File: src/rtl/point_to_target_mover_core_macros.svh
// Assertion macros for the point-to-target mover RTL.
// Used by ptm_ctrl; expects clk_i and rst_ni in scope.
`ifndef POINT_TO_TARGET_MOVER_CORE_MACROS_SVH
`define POINT_TO_TARGET_MOVER_CORE_MACROS_SVH

// same-cycle implication
`define PTM_ASSERT_IMP(lbl, ante, cons, msg) \
  lbl: assert property (@(posedge clk_i) disable iff (!rst_ni) (ante) |-> (cons)) \
    else $error(msg);

// next-cycle implication
`define PTM_ASSERT_NXT(lbl, ante, cons, msg) \
  lbl: assert property (@(posedge clk_i) disable iff (!rst_ni) (ante) |=> (cons)) \
    else $error(msg);

`endif

File: src/rtl/ptm_pkg.sv
// Shared types, codes and helpers for the point-to-target mover.
// No dependencies.
package ptm_pkg;

  localparam logic [2:0] CFG_SPEED  = 3'd0;
  localparam logic [2:0] CFG_X_MIN  = 3'd1;
  localparam logic [2:0] CFG_Y_MIN  = 3'd2;
  localparam logic [2:0] CFG_WIDTH  = 3'd3;
  localparam logic [2:0] CFG_HEIGHT = 3'd4;

  localparam logic [15:0] SPEED_RST  = 16'd960;
  localparam logic [15:0] X_MIN_RST  = 16'd256;
  localparam logic [15:0] Y_MIN_RST  = 16'd256;
  localparam logic [14:0] WIDTH_RST  = 15'd12288;
  localparam logic [14:0] HEIGHT_RST = 15'd9088;

  // squared snap radius: 4 px = 64 sub-pixels
  localparam logic [33:0] SNAP_SQ = 34'd4096;

  localparam int unsigned SQRT_STEPS = 17;
  localparam int unsigned DIV_STEPS  = 16;
  localparam int unsigned LANES      = 4;

  typedef enum logic [1:0] {
    MODE_TICK   = 2'd0,
    MODE_TARGET = 2'd1,
    MODE_POS    = 2'd2,
    MODE_NOP    = 2'd3
  } mode_e;

  typedef enum logic [3:0] {
    OP_IDLE,
    OP_CAPTURE,
    OP_SET_GOAL,
    OP_SET_POS,
    OP_ZERO_VEL,
    OP_DIFF,
    OP_SQ_X,
    OP_SQ_Y,
    OP_SNAP,
    OP_SQRT_INIT,
    OP_SQRT_STEP,
    OP_STEP_MUL,
    OP_STEP_LIM,
    OP_LANE_MUL,
    OP_DIV_STEP,
    OP_UPDATE
  } dp_op_e;

  typedef enum logic [3:0] {
    S_IDLE, S_DISPATCH, S_SQ_X, S_SQ_Y, S_CHECK, S_SQRT,
    S_STEP, S_LIMIT, S_LMUL, S_DIV, S_UPDATE, S_DONE
  } state_e;

  typedef struct packed {
    dp_op_e     op;
    logic [1:0] lane;
    logic       load_out;
  } dp_cmd_t;

  typedef struct packed {
    logic [1:0] mode;
    logic       arrived;
    logic       near;
  } dp_stat_t;

  // clamp to [lo, min(lo + size, 32767)]; upper edge checked first
  function automatic logic signed [15:0] clamp_box(logic signed [17:0] v,
                                                   logic signed [15:0] lo,
                                                   logic [14:0] size);
    logic signed [17:0] hi;
    logic signed [17:0] lo_x;
    logic signed [17:0] r;
    lo_x = 18'(lo);
    hi   = lo_x + $signed({3'b000, size});
    if (hi > 18'sd32767) hi = 18'sd32767;
    if (v > hi)        r = hi;
    else if (v < lo_x) r = lo_x;
    else               r = v;
    return r[15:0];
  endfunction

endpackage

File: src/rtl/point_to_target_mover_core.sv
// Top level of the point-to-target mover: sequencer plus datapath.
// Depends on ptm_pkg, ptm_ctrl and ptm_dp.
//
// Usage:
//  - Config channel (cfg_valid_i/cfg_ready_o, cfg_index_i, cfg_data_i) is
//    always ready; index 0 speed, 1 box x min, 2 box y min, 3 width,
//    4 height. Write only while the block is idle.
//  - Input beat: mode_i 0 = tick (uses tick_time_i), 1 = set target
//    (box-clamped, clears arrived), 2 = set position, 3 = report only.
//  - Every input beat yields exactly one output beat with the state after it.
//  - Steps from accept to output valid: set target, set position, report
//    only and a tick with arrived set pass dispatch and the output load;
//    a tick that snaps adds the x and y squarings and the check; a moving
//    tick runs dispatch, squarings, check, 17 root digits, step multiply,
//    step limit, four lane multiplies, divider steps, update, output load.
//  - One beat at a time; the next is taken the cycle after the current
//    one is loaded into the output register.
//  - Receiver stall: the result holds on the output ports and the sequencer
//    waits in its done state; nothing is dropped.
//  - Reset: position, target and velocity zero, arrived set, config back
//    to its defaults, no output pending.
module point_to_target_mover_core (
  input  logic               clk_i,
  input  logic               rst_ni,
  input  logic               cfg_valid_i,
  output logic               cfg_ready_o,
  input  logic [2:0]         cfg_index_i,
  input  logic [15:0]        cfg_data_i,
  input  logic               in_valid_i,
  output logic               in_ready_o,
  input  logic [1:0]         mode_i,
  input  logic signed [15:0] coord_x_i,
  input  logic signed [15:0] coord_y_i,
  input  logic [15:0]        tick_time_i,
  output logic               out_valid_o,
  input  logic               out_ready_i,
  output logic signed [15:0] pos_x_o,
  output logic signed [15:0] pos_y_o,
  output logic signed [16:0] vel_x_o,
  output logic signed [16:0] vel_y_o,
  output logic               arrived_o
);
  import ptm_pkg::*;

  dp_cmd_t  cmd;
  dp_stat_t stat;

  // config registers accept a beat every cycle
  assign cfg_ready_o = 1'b1;

  ptm_ctrl u_ctrl (
    .clk_i       (clk_i),
    .rst_ni      (rst_ni),
    .in_valid_i  (in_valid_i),
    .in_ready_o  (in_ready_o),
    .out_valid_o (out_valid_o),
    .out_ready_i (out_ready_i),
    .stat_i      (stat),
    .cmd_o       (cmd)
  );

  ptm_dp u_dp (
    .clk_i       (clk_i),
    .rst_ni      (rst_ni),
    .cmd_i       (cmd),
    .stat_o      (stat),
    .cfg_we_i    (cfg_valid_i),
    .cfg_index_i (cfg_index_i),
    .cfg_data_i  (cfg_data_i),
    .mode_i      (mode_i),
    .coord_x_i   (coord_x_i),
    .coord_y_i   (coord_y_i),
    .tick_time_i (tick_time_i),
    .pos_x_o     (pos_x_o),
    .pos_y_o     (pos_y_o),
    .vel_x_o     (vel_x_o),
    .vel_y_o     (vel_y_o),
    .arrived_o   (arrived_o)
  );

endmodule

File: src/rtl/ptm_ctrl.sv
// Sequencer for the point-to-target mover: state machine, step counter,
// result-valid flag. Depends on ptm_pkg and the core macros header.
`include "point_to_target_mover_core_macros.svh"

module ptm_ctrl (
  input  logic              clk_i,
  input  logic              rst_ni,
  input  logic              in_valid_i,
  output logic              in_ready_o,
  output logic              out_valid_o,
  input  logic              out_ready_i,
  input  ptm_pkg::dp_stat_t stat_i,
  output ptm_pkg::dp_cmd_t  cmd_o
);
  import ptm_pkg::*;

  state_e     state_q, state_d;
  logic [4:0] cnt_q, cnt_d;
  logic       out_valid_q, out_valid_d;

  always_ff @(posedge clk_i or negedge rst_ni) begin
    if (!rst_ni) begin
      state_q     <= S_IDLE;
      cnt_q       <= '0;
      out_valid_q <= 1'b0;
    end else begin
      state_q     <= state_d;
      cnt_q       <= cnt_d;
      out_valid_q <= out_valid_d;
    end
  end

  always_comb begin
    state_d      = state_q;
    cnt_d        = cnt_q;
    cmd_o.op       = OP_IDLE;
    cmd_o.lane     = cnt_q[1:0];
    cmd_o.load_out = 1'b0;
    out_valid_d  = out_valid_q && !out_ready_i;
    unique case (state_q)
      S_IDLE: begin
        if (in_valid_i) begin
          cmd_o.op = OP_CAPTURE;
          state_d  = S_DISPATCH;
        end
      end
      S_DISPATCH: begin
        state_d = S_DONE;
        if (stat_i.mode == MODE_TARGET) begin
          cmd_o.op = OP_SET_GOAL;
        end else if (stat_i.mode == MODE_POS) begin
          cmd_o.op = OP_SET_POS;
        end else if (stat_i.mode == MODE_TICK) begin
          if (stat_i.arrived) begin
            cmd_o.op = OP_ZERO_VEL;
          end else begin
            cmd_o.op = OP_DIFF;
            state_d  = S_SQ_X;
          end
        end
      end
      S_SQ_X: begin
        cmd_o.op = OP_SQ_X;
        state_d  = S_SQ_Y;
      end
      S_SQ_Y: begin
        cmd_o.op = OP_SQ_Y;
        state_d  = S_CHECK;
      end
      S_CHECK: begin
        if (stat_i.near) begin
          cmd_o.op = OP_SNAP;
          state_d  = S_DONE;
        end else begin
          cmd_o.op = OP_SQRT_INIT;
          cnt_d    = 5'(SQRT_STEPS - 1);
          state_d  = S_SQRT;
        end
      end
      S_SQRT: begin
        cmd_o.op = OP_SQRT_STEP;
        cnt_d    = cnt_q - 5'd1;
        if (cnt_q == '0) state_d = S_STEP;
      end
      S_STEP: begin
        cmd_o.op = OP_STEP_MUL;
        state_d  = S_LIMIT;
      end
      S_LIMIT: begin
        cmd_o.op = OP_STEP_LIM;
        cnt_d    = 5'(LANES - 1);
        state_d  = S_LMUL;
      end
      S_LMUL: begin
        cmd_o.op = OP_LANE_MUL;
        cnt_d    = cnt_q - 5'd1;
        if (cnt_q == '0) begin
          cnt_d   = 5'(DIV_STEPS - 1);
          state_d = S_DIV;
        end
      end
      S_DIV: begin
        cmd_o.op = OP_DIV_STEP;
        cnt_d    = cnt_q - 5'd1;
        if (cnt_q == '0) state_d = S_UPDATE;
      end
      S_UPDATE: begin
        cmd_o.op = OP_UPDATE;
        state_d  = S_DONE;
      end
      S_DONE: begin
        if (!out_valid_q || out_ready_i) begin
          cmd_o.load_out = 1'b1;
          out_valid_d    = 1'b1;
          state_d        = S_IDLE;
        end
      end
      default: state_d = S_IDLE;
    endcase
  end

  assign in_ready_o  = (state_q == S_IDLE);
  assign out_valid_o = out_valid_q;

  `PTM_ASSERT_NXT(a_accept_dispatch, in_valid_i && in_ready_o, state_q == S_DISPATCH,
                  "accepted beat did not reach dispatch")
  `PTM_ASSERT_NXT(a_sqrt_exit, state_q == S_SQRT && cnt_q == '0, state_q == S_STEP,
                  "root iteration count wrong")
  `PTM_ASSERT_IMP(a_no_overwrite, cmd_o.load_out, !out_valid_q || out_ready_i,
                  "pending result overwritten")
  `PTM_ASSERT_NXT(a_hold_done, state_q == S_DONE && out_valid_q && !out_ready_i,
                  state_q == S_DONE, "left done while result stalled")

endmodule

File: src/rtl/ptm_dp.sv
// Datapath of the point-to-target mover: config and state registers,
// shared multiplier, digit-by-digit root, four divider lanes, output regs.
// Depends on ptm_pkg.
module ptm_dp (
  input  logic               clk_i,
  input  logic               rst_ni,
  input  ptm_pkg::dp_cmd_t   cmd_i,
  output ptm_pkg::dp_stat_t  stat_o,
  input  logic               cfg_we_i,
  input  logic [2:0]         cfg_index_i,
  input  logic [15:0]        cfg_data_i,
  input  logic [1:0]         mode_i,
  input  logic signed [15:0] coord_x_i,
  input  logic signed [15:0] coord_y_i,
  input  logic [15:0]        tick_time_i,
  output logic signed [15:0] pos_x_o,
  output logic signed [15:0] pos_y_o,
  output logic signed [16:0] vel_x_o,
  output logic signed [16:0] vel_y_o,
  output logic               arrived_o
);
  import ptm_pkg::*;

  logic [15:0]        speed_q;
  logic signed [15:0] x_min_q, y_min_q;
  logic [14:0]        width_q, height_q;

  logic signed [15:0] cur_x_q, cur_y_q, goal_x_q, goal_y_q;
  logic signed [17:0] vel_x_q, vel_y_q;
  logic               arrived_q;

  logic [1:0]         mode_q;
  logic signed [15:0] cin_x_q, cin_y_q;
  logic [15:0]        dt_q;

  logic [15:0] dx_mag_q, dy_mag_q;
  logic        sx_q, sy_q;
  logic [33:0] d2_q;
  logic [18:0] sq_rem_q;
  logic [16:0] dist_q;
  logic [15:0] step_q;
  logic [16:0] rem_q [LANES];
  logic [15:0] quo_q [LANES];

  logic signed [15:0] pos_x_q, pos_y_q;
  logic signed [16:0] vel_x_oq, vel_y_oq;
  logic               arr_oq;

  logic [15:0] mul_a, mul_b;
  logic [31:0] prod;
  logic signed [16:0] dx, dy;
  logic [16:0] dx_abs, dy_abs;
  logic [20:0] sq_r2, sq_t, sq_diff;
  logic signed [17:0] sum_x, sum_y, mv_x, mv_y;

  always_ff @(posedge clk_i or negedge rst_ni) begin
    if (!rst_ni) begin
      speed_q  <= SPEED_RST;
      x_min_q  <= X_MIN_RST;
      y_min_q  <= Y_MIN_RST;
      width_q  <= WIDTH_RST;
      height_q <= HEIGHT_RST;
    end else if (cfg_we_i) begin
      unique case (cfg_index_i)
        CFG_SPEED:  speed_q  <= cfg_data_i;
        CFG_X_MIN:  x_min_q  <= cfg_data_i;
        CFG_Y_MIN:  y_min_q  <= cfg_data_i;
        CFG_WIDTH:  width_q  <= cfg_data_i[14:0];
        CFG_HEIGHT: height_q <= cfg_data_i[14:0];
        default: ;
      endcase
    end
  end

  // shared 16x16 multiplier
  always_comb begin
    mul_a = '0;
    mul_b = '0;
    unique case (cmd_i.op)
      OP_SQ_X:     begin mul_a = dx_mag_q; mul_b = dx_mag_q; end
      OP_SQ_Y:     begin mul_a = dy_mag_q; mul_b = dy_mag_q; end
      OP_STEP_MUL: begin mul_a = speed_q;  mul_b = dt_q;     end
      OP_LANE_MUL: begin
        mul_a = cmd_i.lane[0] ? dy_mag_q : dx_mag_q;
        mul_b = cmd_i.lane[1] ? speed_q  : step_q;
      end
      default: ;
    endcase
  end
  assign prod = mul_a * mul_b;

  assign dx     = 17'(goal_x_q) - 17'(cur_x_q);
  assign dy     = 17'(goal_y_q) - 17'(cur_y_q);
  assign dx_abs = dx[16] ? 17'(-dx) : 17'(dx);
  assign dy_abs = dy[16] ? 17'(-dy) : 17'(dy);

  // one root digit per cycle
  assign sq_r2   = {sq_rem_q, d2_q[33:32]};
  assign sq_t    = {2'b00, dist_q, 2'b01};
  assign sq_diff = sq_r2 - sq_t;

  assign mv_x  = sx_q ? -18'($signed({2'b00, quo_q[0]})) : 18'($signed({2'b00, quo_q[0]}));
  assign mv_y  = sy_q ? -18'($signed({2'b00, quo_q[1]})) : 18'($signed({2'b00, quo_q[1]}));
  assign sum_x = 18'(cur_x_q) + mv_x;
  assign sum_y = 18'(cur_y_q) + mv_y;

  always_ff @(posedge clk_i or negedge rst_ni) begin
    if (!rst_ni) begin
      cur_x_q   <= '0;
      cur_y_q   <= '0;
      goal_x_q  <= '0;
      goal_y_q  <= '0;
      vel_x_q   <= '0;
      vel_y_q   <= '0;
      arrived_q <= 1'b1;
      mode_q    <= '0;
    end else begin
      unique case (cmd_i.op)
        OP_CAPTURE: mode_q <= mode_i;
        OP_SET_GOAL: begin
          goal_x_q  <= clamp_box(18'(cin_x_q), x_min_q, width_q);
          goal_y_q  <= clamp_box(18'(cin_y_q), y_min_q, height_q);
          arrived_q <= 1'b0;
        end
        OP_SET_POS: begin
          cur_x_q <= cin_x_q;
          cur_y_q <= cin_y_q;
        end
        OP_ZERO_VEL: begin
          vel_x_q <= '0;
          vel_y_q <= '0;
        end
        OP_SNAP: begin
          cur_x_q   <= goal_x_q;
          cur_y_q   <= goal_y_q;
          vel_x_q   <= '0;
          vel_y_q   <= '0;
          arrived_q <= 1'b1;
        end
        OP_UPDATE: begin
          cur_x_q <= clamp_box(sum_x, x_min_q, width_q);
          cur_y_q <= clamp_box(sum_y, y_min_q, height_q);
          vel_x_q <= sx_q ? -18'($signed({2'b00, quo_q[2]})) : 18'($signed({2'b00, quo_q[2]}));
          vel_y_q <= sy_q ? -18'($signed({2'b00, quo_q[3]})) : 18'($signed({2'b00, quo_q[3]}));
        end
        default: ;
      endcase
    end
  end

  // work registers, no reset needed
  always_ff @(posedge clk_i) begin
    unique case (cmd_i.op)
      OP_CAPTURE: begin
        cin_x_q <= coord_x_i;
        cin_y_q <= coord_y_i;
        dt_q    <= tick_time_i;
      end
      OP_DIFF: begin
        dx_mag_q <= dx_abs[15:0];
        dy_mag_q <= dy_abs[15:0];
        sx_q     <= dx[16];
        sy_q     <= dy[16];
      end
      OP_SQ_X: d2_q <= 34'(prod);
      OP_SQ_Y: d2_q <= d2_q + 34'(prod);
      OP_SQRT_INIT: begin
        sq_rem_q <= '0;
        dist_q   <= '0;
      end
      OP_SQRT_STEP: begin
        d2_q <= {d2_q[31:0], 2'b00};
        if (!sq_diff[20]) begin
          sq_rem_q <= sq_diff[18:0];
          dist_q   <= {dist_q[15:0], 1'b1};
        end else begin
          sq_rem_q <= sq_r2[18:0];
          dist_q   <= {dist_q[15:0], 1'b0};
        end
      end
      OP_STEP_MUL: step_q <= prod[31:16];
      OP_STEP_LIM: if ({1'b0, step_q} > dist_q) step_q <= dist_q[15:0];
      // product < dist * 2^16, so the upper half starts below the divisor
      OP_LANE_MUL: begin
        rem_q[cmd_i.lane] <= {1'b0, prod[31:16]};
        quo_q[cmd_i.lane] <= prod[15:0];
      end
      OP_DIV_STEP: begin
        for (int i = 0; i < LANES; i++) begin
          if ({rem_q[i], quo_q[i][15]} >= {1'b0, dist_q}) begin
            rem_q[i] <= 17'({rem_q[i], quo_q[i][15]} - {1'b0, dist_q});
            quo_q[i] <= {quo_q[i][14:0], 1'b1};
          end else begin
            rem_q[i] <= {rem_q[i][15:0], quo_q[i][15]};
            quo_q[i] <= {quo_q[i][14:0], 1'b0};
          end
        end
      end
      default: ;
    endcase
  end

  always_ff @(posedge clk_i) begin
    if (cmd_i.load_out) begin
      pos_x_q  <= cur_x_q;
      pos_y_q  <= cur_y_q;
      vel_x_oq <= vel_x_q[16:0];
      vel_y_oq <= vel_y_q[16:0];
      arr_oq   <= arrived_q;
    end
  end

  assign stat_o.mode    = mode_q;
  assign stat_o.arrived = arrived_q;
  assign stat_o.near    = (d2_q < SNAP_SQ);

  assign pos_x_o   = pos_x_q;
  assign pos_y_o   = pos_y_q;
  assign vel_x_o   = vel_x_oq;
  assign vel_y_o   = vel_y_oq;
  assign arrived_o = arr_oq;

endmodule

File: config.mk
export PLATFORM = sky130hd
export DESIGN_NAME = point_to_target_mover_core
export DESIGN_NICKNAME = d
export VERILOG_FILES = /design/src/rtl/ptm_pkg.sv /design/src/rtl/point_to_target_mover_core.sv /design/src/rtl/ptm_ctrl.sv /design/src/rtl/ptm_dp.sv
export VERILOG_INCLUDE_DIRS = /design/src /design/src/rtl
export SDC_FILE = /design/constraint.sdc
export NUM_CORES = 2
export LEC_CHECK = 0
export ABC_CLOCK_PERIOD_IN_PS = 28200
export BUFFER_PORTS_ARGS = -buffer_cell sky130_fd_sc_hd__buf_2
export CAP_MARGIN = 0
export CORE_MARGIN = 2
export CORE_UTILIZATION = 35
export CTS_CLUSTER_DIAMETER = 50
export DETAILED_ROUTE_END_ITERATION = 12
export GPL_ROUTABILITY_DRIVEN = 1
export PLACE_DENSITY = 0.49
export SYNTH_ARGS = -nofsm -noshare
export SYNTH_HDL_FRONTEND = slang
export SYNTH_SLANG_ARGS = --single-unit
File: constraint.sdc
create_clock -name clk_i -period 28.2 [get_ports clk_i]
set_input_delay 1.41 -clock clk_i [delete_from_list [all_inputs] [get_ports clk_i]]
set_output_delay 1.41 -clock clk_i [all_outputs]
set_load 0.005 [all_outputs]
==> impl_summary.md <==
Timing
The final-report max-slew violation count is 0. The upper clock frequency limit is 84.4 MHz. Summed over all failing endpoints, the final setup total negative slack is 0 ns. Dividing the final minimum period by the clock period gives 0.420. The largest clock skew in the final design is 0.0736 ns. Setup violations remaining at the end of the flow were counted as 0. Setup repair after global routing left no endpoint under its margin.

In this run the tightest slew margin relative to its limit is 0.222. The number of failing hold endpoints at the final stage is 0. The worst path meets setup with 16.36 ns of slack. For the pin with the worst max-slew slack, the measured transition is 1.16 ns.

The minimum period implied by the final worst setup slack is 11.84 ns.

Global routing
Entering global routing, the biggest net connects 96 pins. The via count of the first global-routing pass is 38.4k. The first global-routing pass estimated 248000 um of wire. In the global route stage, overall resource usage came out at 0.233.

The initial antenna violation count was 11. The total congestion overflow is 0.

Logic synthesis
The post-synthesis instance area is 48300 um^2. The post-synthesis register bit count is 556. Of all flip-flops after synthesis, the portion carrying an async set or reset was 0.340. The commonest register cell after synthesis is sky130_fd_sc_hd__edfxtp_1. Of the total synthesized cell area, the portion taken by full adders, half adders and majority gates is 0.211. Of the post-synthesis cell area, the part taken by muxes is 0.0526.

The share of synthesized area in the top cell type comes to 0.227. The share of synthesized cell area in and, or, nand and nor gates is 0.144. The average footprint of a synthesized cell is 9.42 um^2. The dominant cell type by area after synthesis is sky130_fd_sc_hd__edfxtp_1. By area the synthesized netlist is led by sky130_fd_sc_hd__edfxtp_1 (23%), sky130_fd_sc_hd__ha_1 (13%), sky130_fd_sc_hd__dfrtp_1 (9.1%). The xor/xnor cell area share of the yosys netlist is 0.0476. Counting distinct cell types in the post-synthesis netlist gives 106. The gate count after technology mapping is 5131. For this run, the register share of the synthesized area comes to 0.326. The number of nets produced by synthesis is 5895. Counting flops with a built-in enable in the synthesized netlist gives 366. The post-synthesis compound-gate area fraction is 0.170. During synthesis, Yosys emitted a total of 0 warnings. The dominant combinational cell family by area after synthesis is adder cells.

Critical path
The cell family contributing the most delay on the critical path is adder cells. The cell repeated most along the worst path is sky130_fd_sc_hd__fa_1. The worst register-to-register path has a setup slack of 16.36 ns.

The capturing element type of the critical path is a register. Among all stages on the critical path, the largest delay is contributed by sky130_fd_sc_hd__nor2_1. STA puts the critical path data required time at 28.67 ns. STA classifies the critical path startpoint as a register. The category of the most critical setup path is register to register. Counting both buffers and inverters, the worst setup path holds a total of 6. On the worst path, the slowest cell contributes a delay of 0.66 ns. STA puts the critical path data arrival time at 12.31 ns.

The peak fanout along the critical path is 23.

Route
The number of vias per cell after detailed routing is 5.48. In the final routed layout, each cell accounts on average for 23.1 um. The final route contains 39.2k vias. The residual DRC count is 0. The number of design-rule violations left by the first detailed-router iteration is 2997. The count of nets left with antenna violations once routing finished came out at 0. The number of iterations in the first detailed-routing pass is 5. The total wire length is 165000 um.

Floorplanning
After floorplanning, the core was divided into 136 placement rows. The floorplan step set the die width to 376 um. The floorplan core area is 137000 um^2.

The I/O pin total is 144. The die area is 141000 um^2. The height of the die is 376 um. The initial core utilization is 0.352.

Clock network
After clock tree synthesis, the repair step resized 0 gates. The CTS H-tree depth is 3. TritonCTS built the clock tree. The clock root buffer is sky130_fd_sc_hd__clkbuf_16.

At the later pin of the worst-skew pair, clock insertion delay measures 0.73 ns. The CTS sink count is 556. The maximum clock insertion buffer count is 3. The number of buffers added for setup after CTS is 0. The number of clock buffers added by TritonCTS is 94.

Clock-pin slew was measured on the worst setup and hold paths at 0.06 ns. The count of hold-fix buffers inserted at cts is 0.

Finish
The final cell count without fillers is 7153. The net count reported at finish is 6043. The multi-input logic area is 30300 um^2.

The number of filler cells placed in the layout is 13.6k. In the final layout, flip-flops and latches occupy 15800 um^2. The fraction of final layout cells sized beyond drive strength 1 is 0.111. In the layout the commonest cells are sky130_fd_sc_hd__nand2_1 (592), sky130_fd_sc_hd__ha_1 (485), sky130_fd_sc_hd__inv_1 (455), sky130_fd_sc_hd__nor2_1 (378), sky130_fd_sc_hd__edfxtp_1 (366). The area growth from synthesis to layout is 13.0%. The commonest non-fill, non-tap cell in the layout is sky130_fd_sc_hd__nand2_1.

Job
The count of maximum capacitance violations is 0.

Min path
The tightest min-delay check is of the register to register type.

Placement
The port buffer count is 142. The congestion estimate from routability-driven global placement came to 0.913. Detailed placement finished with a half-perimeter wire length of 125000 um. At the placement stage, the worst setup path has a slack of 15.77 ns. Counting tap cells, the placed design contains a total of 6977 instances.

Outcome
The run finished with clean final reports.
-- sequential cells by signal, indices dropped and copies added, names as in the netlist, 19 cells and up --
register and flops:
u_dp.d2_q 34, u_dp.quo_q 64, u_dp.rem_q 68, u_dp.sq_rem_q 19
-- per-layer routing --
layer	part of all wire	track usage	routed length [um]
met1	0.48	0.339	79300
met2	0.43	0.355	71600
met3	0.066	0.0444	10900
met5	0.000060	0	10
met4	0.022	0.0536	3620
-- logic make-up (layout without fill, tap and decap cells) --
kind of cell | Yosys count | count (layout)
AO/OA/AOI/OAI | 1246 | 1246
XOR/XNOR | 262 | 262
adder cells (fa/ha/maj) | 690 | 690
buffers and inverters | 620 | 846
flip-flops | 556 | 556
multiplexers | 243 | 243
other | 1 | 3
AND/OR/NAND/NOR | 1513 | 1513
-- synthesized netlist by cell type (17+ instances only) --
cell and instances:
sky130_fd_sc_hd__a211oi_1 43, sky130_fd_sc_hd__a21o_1 136, sky130_fd_sc_hd__a21oi_1 264, sky130_fd_sc_hd__a22oi_1 17, sky130_fd_sc_hd__a31oi_1 53, sky130_fd_sc_hd__and2_1 37
sky130_fd_sc_hd__and3_1 30, sky130_fd_sc_hd__buf_2 24, sky130_fd_sc_hd__clkbuf_1 120, sky130_fd_sc_hd__dfrtp_1 176, sky130_fd_sc_hd__edfxtp_1 366, sky130_fd_sc_hd__fa_1 205
sky130_fd_sc_hd__ha_1 485, sky130_fd_sc_hd__inv_1 455, sky130_fd_sc_hd__mux2_2 86, sky130_fd_sc_hd__mux2i_1 157, sky130_fd_sc_hd__nand2_1 593, sky130_fd_sc_hd__nand2b_1 51
sky130_fd_sc_hd__nand3_1 67, sky130_fd_sc_hd__nand4_1 35, sky130_fd_sc_hd__nor2_1 386, sky130_fd_sc_hd__nor2b_1 52, sky130_fd_sc_hd__nor3_1 94, sky130_fd_sc_hd__nor4_1 25
sky130_fd_sc_hd__o211ai_1 34, sky130_fd_sc_hd__o21a_1 48, sky130_fd_sc_hd__o21ai_0 332, sky130_fd_sc_hd__o21bai_1 27, sky130_fd_sc_hd__o221ai_1 33, sky130_fd_sc_hd__o31ai_1 27
sky130_fd_sc_hd__or2_2 34, sky130_fd_sc_hd__or3_1 48, sky130_fd_sc_hd__xnor2_1 169, sky130_fd_sc_hd__xor2_1 92
-- worst reg2reg max path, delay by kind of cell (launching register included) --
family	cells	cell delay, ns
AO/OA/AOI/OAI	11	3.29
multiplexers	2	0.47
flip-flops	1	0.43
adder cells (fa/ha/maj)	8	3.88
AND/OR/NAND/NOR	11	2.35
buffers and inverters	6	0.67
XOR/XNOR	1	0.50
-- per-stage QoR --
stage / hold slack (ns) / utilization / area [um^2]
finish: 0.431 / 0.398 / 54600
floorplan: 0.425 / - / 48300
detailed placement: 0.437 / 0.374 / 51300
global placement: 0.429 / 0.374 / 51300
global route: 0.437 / 0.398 / 54600
CTS: 0.424 / 0.398 / 54600
-- final timing paths --
path	cells past startpoint	start	endpoint
setup reg to reg	39	u_dp.d2_q[25]$_DFFE_PP_	u_dp.d2_q[33]$_DFFE_PP_
max in group asynchronous	3	rst_ni	u_dp.goal_x_q[3]$_DFFE_PN0N_
setup / recovery	39	u_dp.d2_q[25]$_DFFE_PP_	u_dp.d2_q[33]$_DFFE_PP_
hold reg to reg	0	u_dp.vel_y_q[2]$_DFFE_PN0P_	u_dp.vel_y_o[2]$_DFFE_PP_
min in group asynchronous	1	rst_ni	u_dp.height_q[1]$_DFFE_PN0P_
hold / removal	0	u_dp.vel_y_q[2]$_DFFE_PN0P_	u_dp.vel_y_o[2]$_DFFE_PP_
-- layout make-up --
cell class,count,share of cell area
Tap cell,1794,0.0411
Antenna cell,2,0.0000916
Clock buffer,103,0.0444
Inverter,456,0.0313
Sequential cell,556,0.288
Clock inverter,71,0.0161
Multi-Input combinational cell,3955,0.555
Timing Repair Buffer,216,0.0233
Power is not shown: default switching activity piles up to over one toggle a cycle in this logic, so the estimate is an artifact.
